**src/hdl/m3i_pkg.sv**
```systemverilog
`timescale 1ns / 1ps
`default_nettype none

package m3i_pkg;

    localparam int DW            = 32;   // element and result width
    localparam int NEL           = 9;    // elements per matrix
    localparam int CW            = 64;   // exact cofactor width
    localparam int DETW          = 98;   // exact determinant width
    localparam int QBITS         = 32;   // quotient bits kept per lane
    localparam int NTERM         = 3;    // first-row expansion terms
    localparam int FRAC_BITS_DEF = 16;

    localparam logic [DW-1:0] SAT_MAX = 32'h7FFF_FFFF;
    localparam logic [DW-1:0] SAT_MIN = 32'h8000_0000;

    // cofactor k = m[A1]*m[A2] - m[B1]*m[B2]
    localparam logic [3:0] CF_A1 [NEL] = '{4'd4, 4'd2, 4'd1, 4'd5, 4'd0, 4'd2, 4'd3, 4'd1, 4'd0};
    localparam logic [3:0] CF_A2 [NEL] = '{4'd8, 4'd7, 4'd5, 4'd6, 4'd8, 4'd3, 4'd7, 4'd6, 4'd4};
    localparam logic [3:0] CF_B1 [NEL] = '{4'd5, 4'd1, 4'd2, 4'd3, 4'd2, 4'd0, 4'd4, 4'd0, 4'd1};
    localparam logic [3:0] CF_B2 [NEL] = '{4'd7, 4'd8, 4'd4, 4'd8, 4'd6, 4'd5, 4'd6, 4'd7, 4'd3};

    typedef struct packed {
        logic [DW-1:0] det_value;
        logic          singular;
    } side_t;

    typedef struct packed {
        logic [QBITS-1:0] quo;
        logic             ovf;
        logic             neg;
    } lane_res_t;

endpackage

`default_nettype wire

```
**src/hdl/m3i_merge.sv**
```systemverilog
`timescale 1ns / 1ps
`default_nettype none

module m3i_merge (
    input  logic                          clk,
    input  logic                          load,
    input  m3i_pkg::lane_res_t            res  [m3i_pkg::NEL],
    input  m3i_pkg::side_t                side,
    output logic [m3i_pkg::DW-1:0]        b    [m3i_pkg::NEL],
    output logic [m3i_pkg::DW-1:0]        det_value,
    output logic                          singular
);
    import m3i_pkg::*;

    logic [DW-1:0] b_reg  [NEL];
    logic [DW-1:0] b_next [NEL];
    side_t         side_reg;

    always_comb
    begin
        for (int k = 0; k < NEL; k++)
        begin
            if (side.singular)
                b_next[k] = '0;
            else if (res[k].neg)
                b_next[k] = (res[k].ovf || res[k].quo > SAT_MIN) ? SAT_MIN : DW'(-res[k].quo);
            else
                b_next[k] = (res[k].ovf || res[k].quo[QBITS-1]) ? SAT_MAX : res[k].quo;
        end
    end

    always_ff @(posedge clk)
    begin
        if (load)
        begin
            b_reg    <= b_next;
            side_reg <= side;
        end
    end

    assign b         = b_reg;
    assign det_value = side_reg.singular ? '0 : side_reg.det_value;
    assign singular  = side_reg.singular;

endmodule

`default_nettype wire
```
**config.mk**
```make
export PLATFORM = sky130hd
export DESIGN_NAME = m3i_merge
export DESIGN_NICKNAME = d
export VERILOG_FILES = /design/src/hdl/m3i_pkg.sv /design/src/hdl/m3i_merge.sv
export SDC_FILE = /design/constraint.sdc
export NUM_CORES = 1
export LEC_CHECK = 0
export ABC_AREA = 1
export BUFFER_PORTS_ARGS = -buffer_cell sky130_fd_sc_hd__buf_4
export CAP_MARGIN = 20
export CORE_MARGIN = 4
export CORE_UTILIZATION = 30
export DETAILED_ROUTE_END_ITERATION = 8
export PLACE_DENSITY = 0.52
export SYNTH_ARGS = -nofsm -noshare
export SYNTH_HDL_FRONTEND = slang
export SYNTH_SLANG_ARGS = --single-unit
```
**constraint.sdc**
```tcl
create_clock -name clk -period 2.37 [get_ports clk]
set_clock_uncertainty 0.2 [all_clocks]
set_input_delay 0.237 -clock clk [delete_from_list [all_inputs] [get_ports clk]]
set_output_delay 0.237 -clock clk [all_outputs]
set_load 0.01 [all_outputs]
```
# Word-level counts from Yosys, hierarchy flattened
# Cells that the tools add are included.
[op_classes] addsub=9 multipliers=0 div_mod_pow=0 magnitude_cmp=9 n_eq_ne=0 n_shift=0 n_mux=28 bitwise_logic=0 n_reduce_logical=18
[ops] cell="$mux W32" n=28
[ops] cell="$gt A32 B32 Y1 const B" n=9
[ops] cell="$neg A32 Y32" n=9
[ops] cell="$logic_or A1 B1 Y1" n=18
[word_totals] ff_bits=321 latch_bits=0 ramBits=0 romBits=0 input_bits=341 out_inout_bits=321 elab_cells=75 n_memories=0

# Longest topological paths before layout
[logic_depth] word_depth=4 ltp_mapped=12 ltp_nobuf=12

# Least setup slack after synthesis
# OpenSTA, ideal clock, no wires.
[synth_path] path_kind="in2reg" from="in res[240] in the netlist's numbering" to="reg b_reg, in the netlist b[236], data pin" setup_ps=147 arrival_time_ps=1490 t_required_ps=2023 path_slack_ps=534 path_stages=11 n_path_buf=1 cell_sequence="inv_1 > ha_1 > nand3_2 > nor2_4 > nand2_2 > nor2_2 > nand2_1 > nand2_4 > buf_6 > nand3b_1 > a21oi_1"
[synth_between] elab_chain_cells=4 elab_cells_between_ends=5 cone_classes="add/sub (1); order compare (1); mux (2); reduce/logical (1)"
[synth_lines] item="start: declaration" line="m3i_merge.sv:7" rtl="input m3i_pkg::lane_res_t res [m3i_pkg::NEL],"
[synth_lines] item="$gt A32 B32 Y1" line="m3i_merge.sv:26" rtl="b_next[k] = (res[k].ovf || res[k].quo > SAT_MIN) ? SAT_MIN : DW'(-res[k].quo);"
[synth_lines] item="$logic_or A1 B1 Y1" line="m3i_merge.sv:26"
[synth_lines] item="$mux W32 *" line="m3i_merge.sv:26"
[synth_lines] item="$mux W32 *" line="m3i_merge.sv:25" rtl="else if (res[k].neg)"
[synth_lines] item="end signal: assignment" line="m3i_merge.sv:36" rtl="b_reg <= b_next;"
[synth_lines] item="end: declaration" line="m3i_merge.sv:15" rtl="logic [DW-1:0] b_reg [NEL];"
# Mark *: on every way between the ends. The rest lies on a longest branch, timed or not.
# A chain may end at the register's enable or synchronous reset.

# Final worst setup path
[layout_path] from="in res[240] in the netlist's numbering" to="reg b_reg, in the netlist b[227], data pin"
# The elaborated chain is that of the path after synthesis.

==> impl_metrics.env <==
export IMPL_period_minus_slack_ns=2.23
export IMPL_cp_required_ns=2.60
export IMPL_setup_tns_ns=0
export IMPL_cp_max_fo=29
export IMPL_synth_edff_count=321
export IMPL_drive_gt1_share_pct=21.4
export IMPL_critPathKind="in -> reg"
export IMPL_port_buffers=661
export IMPL_post_route_period_util_pct=94.3
export IMPL_synthToLayoutAreaGrowth_pct=49.1
export IMPL_initial_utilization_pct=30.2
export IMPL_max_freq_ghz=0.448
export IMPL_cts_sinks=321
export IMPL_grtUsageTotal_pct=23.2
export IMPL_yosysSeqAreaShare_pct=41.2
export IMPL_syn_cell_area_um2=23400
export IMPL_yosysUniqueCellTypes=33
export IMPL_cp_startpoint="res[240]"
export IMPL_clock_root_buffer="clkbuf_16"
export IMPL_num_io_pins=662
export IMPL_setup_viol=0
export IMPL_total_power_w=0.0177
export IMPL_final_common_cell="buf_4"
export IMPL_syn_inst=3231
export IMPL_vias=26100
export IMPL_crit_arrival_ns=2.46
export IMPL_firstDrtPassIters=6
export IMPL_hold_viol=0
export IMPL_grt_ovfl_total=0
export IMPL_crit_path_top_delay_cell="dlygate4sd3_1"
export IMPL_powerDensity_nw_per_um2=509
export IMPL_fp_dieW_um=287
export IMPL_crit_path_end_kind="flop"
export IMPL_max_cap_viol_count=0
export IMPL_yosysWarningCount=0
export IMPL_ant_nets=0
export IMPL_post_drt_wl_per_cell_um=18.8
export IMPL_hp_class="in -> reg"
export IMPL_cts_made_buffers=43
export IMPL_final_nets=4599
export IMPL_coreArea_um2=77300
export IMPL_remaining_drc_errors=0
export IMPL_fin_ws_ns=0.136
export IMPL_vdd_drop_max_mv=0.479
export IMPL_rows=102
export IMPL_async_flop_share_pct=0
export IMPL_cp_common_cell="buf_4"
export IMPL_drt_first_iter_violations=1706
export IMPL_grt_pass1_wl_mm=150
export IMPL_syn_avg_cell_area_um2=7.24
export IMPL_maxSlewHeadroom_pct=43.3
export IMPL_cts_tree="done"
export IMPL_vias_per_cell=4.88
export IMPL_synth_nets=3581
export IMPL_worst_pin_slew_ns=0.850
export IMPL_antenna_found_initial=20
export IMPL_final_max_slew_viol_count=0
export IMPL_grt_pass1_vias=25500
export IMPL_fill_cells=7857
export IMPL_outcome="finished, final reports clean"
export IMPL_leakage_nw=14.3
export IMPL_max_stage_delay_ns=0.54
export IMPL_rsz0062_at_grt="false"
export IMPL_grt_max_degree=83
export IMPL_startpoint_type="input pin"
export IMPL_crit_end="b[227]"
export IMPL_yosys_register_bits=321
export IMPL_hold_start="res[21]"
export IMPL_htreeDepth=2
export IMPL_largest_register_ffs=288
export IMPL_clkTransAtPathRegs_ns=0.05
export IMPL_clock_path_buffers=3
export IMPL_die_area_um2=82500
export IMPL_die_h_um=287
export IMPL_crit_chain="dlygate4sd3_1 > buf_4 > inv_1 > ha_1 > nand3_2 > nor2_4 > nand2_2 > nor2_2 > nand2_1 > nand2_8 > buf_4 > nand3b_1 > a21oi_1"
export IMPL_drt_wl_total_mm=100
export IMPL_routabilityCongestion=0.934
export IMPL_place_ws_ns=0.0742
export IMPL_final_cell_mix="buf_4 (772), nand2_1 (626), nor2_1 (524), nand3_1 (350)"
export IMPL_ys_flop_type="edfxtp_1"
export IMPL_dp_hpwl_mm=76.1
-- power breakdown --
part	internal [W]	switching [W]
sequential	0.00680	0.000187
combinational	0.00189	0.00224
clock	0.00394	0.00270
total	0.0126	0.00512
-- worst max-delay path: cells and delay by family --
family	cells	cell delay, ns
buf+inv	4	0.93
compound gates	1	0.13
fa+ha+maj	1	0.23
simple gates	7	0.94
-- cells by family (layout without fill, tap and decap cells) --
kind of cell,Yosys count,after routing,share of synthesized area (%)
fa+ha+maj,9,9,0.482
flops,321,321,41.2
xor+xnor,132,132,4.94
compound gates,641,641,14.1
simple gates,1652,1652,30.7
buf+inv,476,1526,8.57
other cells,0,15,0
-- cell type report --
| class | count | area (µm²) | area share (%) |
|---|---|---|---|
| well taps | 1040 | 1300 | 3.73 |
| inverters | 329 | 1230 | 3.54 |
| clock buffers | 51 | 1130 | 3.23 |
| diodes | 15 | 37.5 | 0.108 |
| flip-flops and latches | 321 | 9640 | 27.7 |
| clock inverters | 26 | 274 | 0.786 |
| multi-input cells | 2434 | 11800 | 33.7 |
| repair buffers | 1120 | 9490 | 27.2 |
-- how the worst min path moves through the flow --
| stage | end | slack, ns | cells after the start |
|---|---|---|---|
| floorplan | side_reg[10] | 0.14 | 0 |
| global placement | side_reg[20] | 0.22 | 1 |
| detailed placement | side_reg[8] | 0.22 | 1 |
| CTS | b[10] | 0.001 | 5 |
| global route | b[152] | 0.02 | 3 |
| finish | b[19] | 0.02 | 3 |
-- synth_stat cells, types with 15 or more instances --
library cell	number	area, µm²
a21oi_1	286	1430
buf_1	19	71.3
buf_2	15	75.1
buf_6	24	270
clkbuf_1	84	315
edfxtp_1	321	9640
inv_1	326	1220
nand2_1	626	2350
nand2_2	15	93.8
nand3_1	350	1750
nand3b_1	41	308
nand4_1	35	219
nor2_1	525	1970
nor2_2	22	138
o21ai_0	318	1590
o21bai_1	27	203
xnor2_1	39	342
xor2_1	93	815
-- routing by layer --
layer	share of wire (%)	vias up	wire length (µm)	GRT usage (%)
li1	-	12900	-	-
met4	4.1	16	4090	9.01
met1	41	12100	41200	28.7
met5	0.10	-	101	0
met2	47	902	46800	38.6
met3	8.0	192	8030	6.35
-- through the flow --
step           hold WS [ns]  cell area (µm²)  cells  utilization [%]
6_report             0.0241            34900   5336             45.1
5_1_grt              0.0213            34800   5327             45.0
4_1_cts             0.00134            34800   5318             45.0
3_5_place_dp          0.217            30100   4915             38.9
3_3_place_gp          0.215            30100   4915             38.9
2_1_floorplan         0.136            23400   3231                -
-- timing repair --
action / in CTS / in global routing
hold endpoints to repair: 331 / 0
setup endpoints to repair: 0 / 22
gates resized for setup: 0 / 3
hold buffers: 326 / 0
setup buffers: 0 / 3
(Power assumes the default switching activity.)
